==> src/sv/csvclp_pkg.sv <==
package csvclp_pkg;

  // number of fields carried on the result channel and their width
  localparam int NUM_OUT_FIELDS = 6;
  localparam int OUT_FIELD_W    = 32;
  localparam int NUM_CMDS       = 6;

  // characters with a meaning to the parser
  localparam logic [7:0] ASCII_NUL   = 8'h00;
  localparam logic [7:0] ASCII_LF    = 8'h0A;
  localparam logic [7:0] ASCII_COMMA = 8'h2C;

  typedef enum logic [2:0] {
    CMD_CFGB    = 3'd0,
    CMD_AVAN    = 3'd1,
    CMD_STOP    = 3'd2,
    CMD_RETR    = 3'd3,
    CMD_DERE    = 3'd4,
    CMD_IZQU    = 3'd5,
    CMD_UNKNOWN = 3'd6
  } cmd_code_t;

  // command names packed first char in the low byte, ordered as cmd_code_t
  localparam logic [OUT_FIELD_W-1:0] CMD_NAME [NUM_CMDS] = '{
    32'h4247_4643,  // CFGB
    32'h4E41_5641,  // AVAN
    32'h504F_5453,  // STOP
    32'h5254_4552,  // RETR
    32'h4552_4544,  // DERE
    32'h5551_5A49   // IZQU
  };

  typedef struct packed {
    logic       vld;
    logic [7:0] data;
  } byte_item_t;

  typedef struct packed {
    logic [NUM_OUT_FIELDS-1:0][OUT_FIELD_W-1:0] fields;
    logic [2:0]                                 count;
    cmd_code_t                                  code;
    logic                                       status;
  } result_t;

endpackage

==> src/sv/csvclp_in_stage.sv <==
module csvclp_in_stage (
  input  logic                    clk,
  input  logic                    rst_n,
  input  logic                    in_valid,
  output logic                    in_stall,
  input  logic [7:0]              in_rx_byte,
  input  logic                    take,
  output csvclp_pkg::byte_item_t  item_o
);
  import csvclp_pkg::*;

  logic       vld_r, vld_nxt;
  logic [7:0] data_r, data_nxt;
  logic       accept;

  assign in_stall = vld_r && !take;
  assign accept   = in_valid && !in_stall;

  always_comb begin
    vld_nxt  = vld_r;
    data_nxt = data_r;
    if (accept) begin
      vld_nxt  = 1'b1;
      data_nxt = in_rx_byte;
    end else if (take) begin
      vld_nxt = 1'b0;
    end
  end

  always_ff @(posedge clk) begin
    if (!rst_n) begin
      vld_r <= 1'b0;
    end else begin
      vld_r <= vld_nxt;
    end
    data_r <= data_nxt;
  end

  assign item_o.vld  = vld_r;
  assign item_o.data = data_r;

endmodule

==> src/sv/csvclp_parse.sv <==
module csvclp_parse #(
  parameter int LINE_MAX    = 30,
  parameter int FIELD_COUNT = 6,
  parameter int FIELD_CHARS = 4
) (
  input  logic                    clk,
  input  logic                    rst_n,
  input  csvclp_pkg::byte_item_t  item_i,
  input  logic                    take,
  output logic                    needs_out,
  output logic                    res_valid,
  output csvclp_pkg::result_t     res_o
);
  import csvclp_pkg::*;

  localparam int LW  = $clog2(LINE_MAX + 1);
  localparam int FIW = $clog2(FIELD_COUNT + 1);
  localparam int CIW = $clog2(FIELD_CHARS + 1);
  localparam int FW  = 8 * FIELD_CHARS;
  localparam int EW  = (FW > OUT_FIELD_W) ? FW : OUT_FIELD_W;

  logic [LW-1:0]  len_r, len_nxt;
  logic [FIW-1:0] fidx_r, fidx_nxt;
  logic [CIW-1:0] cidx_r, cidx_nxt;
  logic [FW-1:0]  store_r [FIELD_COUNT];
  logic [FW-1:0]  store_nxt [FIELD_COUNT];
  logic           too_long_r, too_long_nxt;
  logic           ended_r, ended_nxt;

  logic full, is_nl, parsing;
  logic [NUM_OUT_FIELDS-1:0][OUT_FIELD_W-1:0] fld_w;
  logic [EW-1:0]  f0_ext;
  logic [3:0]     count_w;
  cmd_code_t      code_w;

  assign full      = len_r >= LW'(LINE_MAX);
  assign is_nl     = item_i.data == ASCII_LF;
  assign needs_out = is_nl && !full;
  assign res_valid = take && needs_out;
  assign parsing   = !ended_r && !too_long_r && (fidx_r < FIW'(FIELD_COUNT));

  always_comb begin
    len_nxt      = len_r;
    fidx_nxt     = fidx_r;
    cidx_nxt     = cidx_r;
    too_long_nxt = too_long_r;
    ended_nxt    = ended_r;
    for (int k = 0; k < FIELD_COUNT; k++) begin
      store_nxt[k] = store_r[k];
    end
    if (take) begin
      if (full || is_nl) begin
        // line closed or overrun: start a fresh line
        len_nxt      = '0;
        fidx_nxt     = '0;
        cidx_nxt     = '0;
        too_long_nxt = 1'b0;
        ended_nxt    = 1'b0;
        for (int k = 0; k < FIELD_COUNT; k++) begin
          store_nxt[k] = '0;
        end
      end else begin
        len_nxt = len_r + LW'(1);
        if (item_i.data == ASCII_NUL) begin
          ended_nxt = 1'b1;
        end else if (parsing) begin
          if (item_i.data == ASCII_COMMA) begin
            if (cidx_r != '0) begin
              fidx_nxt = fidx_r + FIW'(1);
            end
            cidx_nxt = '0;
          end else if (cidx_r >= CIW'(FIELD_CHARS)) begin
            for (int k = 0; k < FIELD_COUNT; k++) begin
              if (fidx_r == FIW'(k)) begin
                store_nxt[k] = '0;
              end
            end
            cidx_nxt     = '0;
            too_long_nxt = 1'b1;
          end else begin
            // the slot is still zero, so a plain write does the merge
            for (int k = 0; k < FIELD_COUNT; k++) begin
              for (int j = 0; j < FIELD_CHARS; j++) begin
                if (fidx_r == FIW'(k) && cidx_r == CIW'(j)) begin
                  store_nxt[k][8*j +: 8] = item_i.data;
                end
              end
            end
            cidx_nxt = cidx_r + CIW'(1);
          end
        end
      end
    end
  end

  always_ff @(posedge clk) begin
    if (!rst_n) begin
      len_r      <= '0;
      fidx_r     <= '0;
      cidx_r     <= '0;
      too_long_r <= 1'b0;
      ended_r    <= 1'b0;
      for (int k = 0; k < FIELD_COUNT; k++) begin
        store_r[k] <= '0;
      end
    end else begin
      len_r      <= len_nxt;
      fidx_r     <= fidx_nxt;
      cidx_r     <= cidx_nxt;
      too_long_r <= too_long_nxt;
      ended_r    <= ended_nxt;
      for (int k = 0; k < FIELD_COUNT; k++) begin
        store_r[k] <= store_nxt[k];
      end
    end
  end

  // result fields, low 32 bits of each slot
  for (genvar g = 0; g < NUM_OUT_FIELDS; g++) begin : g_fld
    if (g < FIELD_COUNT) begin : g_used
      logic [EW-1:0] ext;
      assign ext      = EW'(store_r[g]);
      assign fld_w[g] = ext[OUT_FIELD_W-1:0];
    end else begin : g_none
      assign fld_w[g] = '0;
    end
  end

  assign f0_ext  = EW'(store_r[0]);
  assign count_w = 4'(fidx_r) +
                   4'(!too_long_r && (fidx_r < FIW'(FIELD_COUNT)) && (cidx_r != '0));

  always_comb begin
    code_w = CMD_UNKNOWN;
    // descending so the lowest matching code wins
    for (int k = NUM_CMDS - 1; k >= 0; k--) begin
      if (f0_ext == EW'(CMD_NAME[k])) begin
        code_w = cmd_code_t'(k);
      end
    end
  end

  always_comb begin
    res_o.fields = fld_w;
    res_o.count  = count_w[2:0];
    res_o.code   = code_w;
    res_o.status = too_long_r;
  end

`ifndef SYNTHESIS
  a_len_bound: assert property (@(posedge clk) disable iff (!rst_n)
    len_r <= LW'(LINE_MAX))
    else $error("line length past limit");

  a_char_bound: assert property (@(posedge clk) disable iff (!rst_n)
    cidx_r <= CIW'(FIELD_CHARS))
    else $error("char index past field size");

  a_overflow_stops: assert property (@(posedge clk) disable iff (!rst_n)
    too_long_r |-> cidx_r == '0)
    else $error("chars taken after field overflow");

  a_clear_after_result: assert property (@(posedge clk) disable iff (!rst_n)
    res_valid |=> (len_r == '0 && fidx_r == '0 && cidx_r == '0 && !too_long_r && !ended_r))
    else $error("line state not cleared after result");
`endif

endmodule

==> src/sv/csvclp_out_stage.sv <==
module csvclp_out_stage (
  input  logic                 clk,
  input  logic                 rst_n,
  input  logic                 res_valid_i,
  input  csvclp_pkg::result_t  res_i,
  input  logic                 out_stall,
  output logic                 out_valid,
  output logic                 out_free,
  output csvclp_pkg::result_t  res_o
);
  import csvclp_pkg::*;

  logic    vld_r, vld_nxt;
  result_t res_r, res_nxt;

  assign out_free = !vld_r || !out_stall;

  always_comb begin
    vld_nxt = vld_r && out_stall;
    res_nxt = res_r;
    if (res_valid_i) begin
      vld_nxt = 1'b1;
      res_nxt = res_i;
    end
  end

  always_ff @(posedge clk) begin
    if (!rst_n) begin
      vld_r <= 1'b0;
    end else begin
      vld_r <= vld_nxt;
    end
    res_r <= res_nxt;
  end

  assign out_valid = vld_r;
  assign res_o     = res_r;

`ifndef SYNTHESIS
  a_no_overwrite: assert property (@(posedge clk) disable iff (!rst_n)
    res_valid_i |-> !(vld_r && out_stall))
    else $error("result written over a stalled result");
`endif

endmodule

==> src/sv/csv_command_line_parser_core.sv <==
// comma separated command line parser
//
// input channel: one ascii byte per transfer on in_rx_byte (in_valid / in_stall).
// bytes build a line; a newline ends it, and if the line is not full yields one
// result transfer on the out_ channel: up to six fields of up to four chars
// (char k in bits 8k+7:8k), the field count, a command code for the first field
// and a too-long status. bytes other than a newline never produce a result.
//
// a byte is parsed as it leaves the input register, the parse stage being a
// single register step; a closing newline loads its result into the output
// register at that edge; one byte per cycle unless a newline has to wait.
//
// reset (rst_n low, synchronous) empties the input and output registers and
// clears the line state, so parsing starts on a fresh line.
// when out_stall holds a result, ordinary bytes keep flowing through the
// parser; only a closing newline waits in the input register, with
// in_stall high, until the output register frees
module csv_command_line_parser_core #(
  parameter int LINE_MAX    = 30,
  parameter int FIELD_COUNT = 6,
  parameter int FIELD_CHARS = 4
) (
  input  logic        clk,
  input  logic        rst_n,
  // byte input
  input  logic        in_valid,
  output logic        in_stall,
  input  logic [7:0]  in_rx_byte,
  // parsed line output
  output logic        out_valid,
  input  logic        out_stall,
  output logic [31:0] out_field0,
  output logic [31:0] out_field1,
  output logic [31:0] out_field2,
  output logic [31:0] out_field3,
  output logic [31:0] out_field4,
  output logic [31:0] out_field5,
  output logic [2:0]  out_field_count,
  output logic [2:0]  out_command_code,
  output logic        out_status
);
  import csvclp_pkg::*;

  byte_item_t item;
  logic       take;       // held byte moves into the parser this edge
  logic       needs_out;  // held byte would close a line
  logic       out_free;   // output register can load this edge
  logic       res_valid;
  result_t    res;
  result_t    out_res;

  // a byte only waits when it closes a line and the result slot is busy
  assign take = item.vld && (!needs_out || out_free);

  // input register
  csvclp_in_stage u_in (
    .clk        (clk),
    .rst_n      (rst_n),
    .in_valid   (in_valid),
    .in_stall   (in_stall),
    .in_rx_byte (in_rx_byte),
    .take       (take),
    .item_o     (item)
  );

  // line state and result build
  csvclp_parse #(
    .LINE_MAX    (LINE_MAX),
    .FIELD_COUNT (FIELD_COUNT),
    .FIELD_CHARS (FIELD_CHARS)
  ) u_parse (
    .clk       (clk),
    .rst_n     (rst_n),
    .item_i    (item),
    .take      (take),
    .needs_out (needs_out),
    .res_valid (res_valid),
    .res_o     (res)
  );

  // result register
  csvclp_out_stage u_out (
    .clk         (clk),
    .rst_n       (rst_n),
    .res_valid_i (res_valid),
    .res_i       (res),
    .out_stall   (out_stall),
    .out_valid   (out_valid),
    .out_free    (out_free),
    .res_o       (out_res)
  );

  // unpack the result onto the ports
  assign out_field0       = out_res.fields[0];
  assign out_field1       = out_res.fields[1];
  assign out_field2       = out_res.fields[2];
  assign out_field3       = out_res.fields[3];
  assign out_field4       = out_res.fields[4];
  assign out_field5       = out_res.fields[5];
  assign out_field_count  = out_res.count;
  assign out_command_code = out_res.code;
  assign out_status       = out_res.status;

endmodule

==> config.mk <==
export PLATFORM = sky130hd
export DESIGN_NAME = csv_command_line_parser_core
export DESIGN_NICKNAME = d
export VERILOG_FILES = /design/src/sv/csvclp_pkg.sv /design/src/sv/csvclp_in_stage.sv /design/src/sv/csvclp_parse.sv /design/src/sv/csvclp_out_stage.sv /design/src/sv/csv_command_line_parser_core.sv
export SDC_FILE = /design/constraint.sdc
export NUM_CORES = 1
export LEC_CHECK = 0
export ABC_AREA = 1
export ABC_CLOCK_PERIOD_IN_PS = 6500
export BUFFER_PORTS_ARGS = -buffer_cell sky130_fd_sc_hd__buf_2
export CAP_MARGIN = 20
export CORE_MARGIN = 4
export CORE_UTILIZATION = 45
export DETAILED_ROUTE_END_ITERATION = 10
export MAX_ROUTING_LAYER = met4
export PLACE_DENSITY = 0.7
export SKIP_CTS_REPAIR_TIMING = 1
export SLEW_MARGIN = 10
export SYNTH_ARGS = -nofsm -noshare
export SYNTH_HDL_FRONTEND = slang
export SYNTH_SLANG_ARGS = --single-unit
==> constraint.sdc <==
create_clock -name clk -period 6.5 [get_ports clk]
set_input_delay 0.325 -clock clk [delete_from_list [all_inputs] [get_ports clk]]
set_output_delay 0.325 -clock clk [all_outputs]
set_load 0.1 [all_outputs]
==> impl_results.rst <==
.. list-table::
   :header-rows: 1

   * - Metric
     - Value
   * - # IOs
     - 213
   * - Part of the Yosys area used for sequential elements
     - 64.7%
   * - Number of detailed-routing iterations run before antenna repair
     - 5
   * - Port bufs
     - 212
   * - DRC
     - 0
   * - Yosys cell types
     - 37
   * - Post-DRT Antenna Nets
     - 0
   * - Maximum count of clock buffers along a single path
     - 3
   * - Initial antenna violation count
     - 0
   * - Top_reg_cell synth
     - sky130_fd_sc_hd__edfxtp_1
   * - Final design instance area without fill
     - 0.0187 mm²
   * - Count of standard-cell rows
     - 68
   * - Global-route wire length before repair
     - 59.4 mm
   * - Pins Over Slew Limit
     - 0
   * - Critical Path End Type
     - flip-flop
   * - Total negative slack for setup checks
     - 0 ns
   * - Fraction of layout cells with a size suffix above 1
     - 17.5%
   * - Async S/R FF share, synth
     - 0%
   * - Leakage dissipation
     - 7.13 nW
   * - Gpl congestion
     - 0.886
   * - Number of instances in the synthesized netlist
     - 1681
   * - Worst slew slack as a fraction of its limit
     - 19.7%
   * - Area delta synth->final
     - 17.1%
   * - R2r worst-path depth
     - 11
   * - Via density per instance
     - 4.87
   * - Maximum number of pins on one net before global-route repair
     - 154
   * - Total CTS buffers
     - 42
   * - Minimum setup slack among reg-to-reg paths
     - 2.89 ns
   * - Endpoint of the worst setup timing path
     - u_out.res_o[129]
   * - Synth Cell Area
     - 0.0160 mm²
   * - Total global routing track utilization
     - 19.8%
   * - Total inserted antenna cells
     - 0
   * - Launch instance of the worst register-to-register path
     - u_parse.len_r[0]
   * - Total of max-cap violations
     - 0
   * - Vias after detailed routing
     - 11600
   * - Clock Sinks
     - 414
   * - GR Overflow Total
     - 0
   * - Critical-path cell with the highest stage delay
     - sky130_fd_sc_hd__inv_8
   * - RSZ-0062 raised after global routing
     - false
   * - Routed len/inst
     - 16.1 µm
   * - Biggest cell delay along the critical path
     - 0.66 ns
   * - Share of the clock period used by the worst path after layout
     - 55.6%
   * - Cell Chain, Critical Path
     - inv_1 > ha_1 > nor2_1 > nor2_1 > nand2_2 > nand3_2 > nand2_2 > inv_1 > nand3_1 > inv_8 > buf_4
   * - Total of endpoints with negative setup slack in the final report
     - 0
   * - Initial drt markers
     - 721
   * - Latest clock arrival within the worst-skew pair
     - 0.54 ns
   * - Die extent in y
     - 197 µm
   * - Setup Crit Path Kind
     - flip-flop to flip-flop
   * - Setup skew after layout
     - 0.0169 ns
   * - VDD IR-drop max
     - 182 µV
   * - H-tree levels
     - 2
   * - Worst slew pin tran
     - 1.20 ns
   * - TritonCTS clock tree
     - yes
   * - Synth warnings
     - 0
   * - Result of the run
     - finished, final reports clean
   * - FILL cells
     - 2980
   * - WL final
     - 38.2 mm
   * - Die boundary width
     - 197 µm
   * - Number of synthesized flops with an enable pin
     - 207
   * - Worst hold slack after final layout
     - 0.0350 ns
   * - Capture instance of the worst register-to-register path
     - u_out.res_o[129]
   * - Min-delay worst type
     - input pin to flip-flop
   * - Area of the die
     - 0.0386 mm²
   * - Mapped Nets
     - 1709
   * - Initial cell density of the core
     - 46.0%
   * - Maximum fanout encountered on the critical timing path
     - 153
   * - Post-layout power
     - 5.22 mW
   * - Data arrival time of the critical path
     - 3.78 ns
   * - Final hold violation count
     - 0
   * - Number of global-route vias before repair
     - 11000
   * - Startpoint types
     - flip-flop
   * - Final Core Density
     - 53.8%
   * - Half-perimeter wire length after placement
     - 25.3 mm
   * - Post-synthesis register bit count
     - 414
   * - Total power per unit cell area
     - 279 mW/mm²
   * - Top achievable clock speed
     - 277 MHz
   * - Nets
     - 1913
   * - Worst-path clk slew
     - 0.06 ns
   * - Crit. Startpoint
     - u_parse.len_r[0]
   * - Root Buffer
     - sky130_fd_sc_hd__clkbuf_16
   * - Required time of the critical path
     - 6.67 ns
   * - CORE AREA
     - 0.0348 mm²
   * - Mean cell area of the mapped netlist
     - 9.52 µm²
   * - Cell area after placement
     - 0.0173 mm²
   * - Final Critical Period
     - 3.61 ns
-- sequential cells by signal, summed over array words and instances, names as in the netlist --
| register | count |
|---|---|
| u_parse.ended_r | 1 |
| u_parse.too_long_r | 1 |
| u_parse.cidx_r | 3 |
| u_parse.store_r | 192 |
| u_parse.len_r | 5 |
| u_in.vld_r | 1 |
| u_in.data_r | 8 |
| u_out.res_o | 199 |
| u_parse.fidx_r | 3 |
| u_out.out_valid | 1 |
-- cell type report --
cell class | count | area [µm²] | share of cell area (%)
clock inverter | 20 | 128 | 0.681
inverter | 130 | 495 | 2.64
clock buffer | 56 | 1180 | 6.28
tap | 455 | 569 | 3.04
sequential | 414 | 10400 | 55.3
timing repair buffer | 229 | 1230 | 6.59
multi-input combinational | 1068 | 4770 | 25.5
-- stage by stage --
step	instances	setup WS, ns
5_1_grt	2372	2.47
3_5_place_dp	2286	2.71
4_1_cts	2362	2.69
3_3_place_gp	2286	2.79
2_1_floorplan	1681	0.700
6_report	2372	2.89
-- critical path: cells and delay by family (launching register included) --
| family | cells | cell delay [ns] |
|---|---|---|
| buf+inv | 4 | 1.61 |
| simple gates | 6 | 1.13 |
| flops | 1 | 0.34 |
| fa+ha+maj | 1 | 0.14 |
-- worst min path at each step --
stage,startpoint,to,depth (start not counted)
4_1_cts,in_rx_byte[6],u_in.data_r[6],1
3_3_place_gp,u_parse.store_r[0][111],u_out.res_o[118],0
5_1_grt,in_valid,u_in.vld_r,2
3_5_place_dp,u_parse.store_r[0][142],u_out.res_o[149],0
6_report,in_valid,u_in.vld_r,2
2_1_floorplan,u_parse.too_long_r,u_out.res_o[0],0
-- layer usage --
layer	part of all wire [%]	GRT usage (%)	vias to the layer above
met3	6.2	3.47	93
met4	4.0	7.96	0
met1	43	24.9	5335
met5	0	-	-
met2	47	32.0	327
li1	-	-	5805
-- layout by cell type, fill, tap and decap left out, types with 2 or more instances in the layout --
cell type	synthesis	final
sky130_fd_sc_hd__a21oi_1	9	9
sky130_fd_sc_hd__buf_2	24	211
sky130_fd_sc_hd__buf_4	7	7
sky130_fd_sc_hd__clkbuf_1	15	9
sky130_fd_sc_hd__clkbuf_16	0	44
sky130_fd_sc_hd__clkbuf_8	0	3
sky130_fd_sc_hd__clkinv_1	3	9
sky130_fd_sc_hd__clkinv_2	0	10
sky130_fd_sc_hd__dfxtp_1	207	207
sky130_fd_sc_hd__dlygate4sd3_1	0	8
sky130_fd_sc_hd__edfxtp_1	207	207
sky130_fd_sc_hd__ha_1	16	16
sky130_fd_sc_hd__inv_1	120	119
sky130_fd_sc_hd__inv_2	7	7
sky130_fd_sc_hd__nand2_1	334	334
sky130_fd_sc_hd__nand2_2	7	7
sky130_fd_sc_hd__nand2_4	3	3
sky130_fd_sc_hd__nand3_1	89	89
sky130_fd_sc_hd__nand3_2	10	9
sky130_fd_sc_hd__nand3_4	1	2
sky130_fd_sc_hd__nand3b_1	5	5
sky130_fd_sc_hd__nand4_1	6	6
sky130_fd_sc_hd__nor2_1	441	441
sky130_fd_sc_hd__nor2_2	14	14
sky130_fd_sc_hd__nor2_4	9	9
sky130_fd_sc_hd__nor3_1	25	25
sky130_fd_sc_hd__nor4_1	4	4
sky130_fd_sc_hd__o21ai_0	57	57
sky130_fd_sc_hd__o21ai_1	12	12
sky130_fd_sc_hd__o21bai_1	19	19
-- power by group --
part           switching [mW]  internal (mW)  leakage (nW)
clock network           0.957           1.31         0.646
registers              0.0169           2.74          3.37
logic                   0.152         0.0469          3.11
-- kinds of logic (layout without fill, tap and decap cells) --
| group | Yosys count | count (layout) | synth area share (%) |
|---|---|---|---|
| and+or+nand+nor | 951 | 951 | 25.0 |
| DFF | 414 | 414 | 64.7 |
| buffers and inverters | 199 | 435 | 5.47 |
| AOI/OAI and AO/OA | 99 | 99 | 3.43 |
| adders and majority gates | 16 | 16 | 1.25 |
| xor gates and xnor gates | 2 | 2 | 0.109 |
-- synth_stat cells, drive strengths merged, types with 3 or more instances --
library cell  count  share of area (%)
nor2            465                 12
nand2           344                8.3
nor4              4               0.16
buf              54                2.1
clkinv            3              0.070
edfxtp          207                 39
nor3             25               0.78
clkbuf           15               0.35
o21ai            69                2.2
ha               16                1.3
a21oi             9               0.28
nand4             6               0.23
o21bai           19               0.89
nand3b            5               0.23
inv             127                3.0
dfxtp           207                 26
nand3           100                3.5
(Power assumes the default switching activity.)
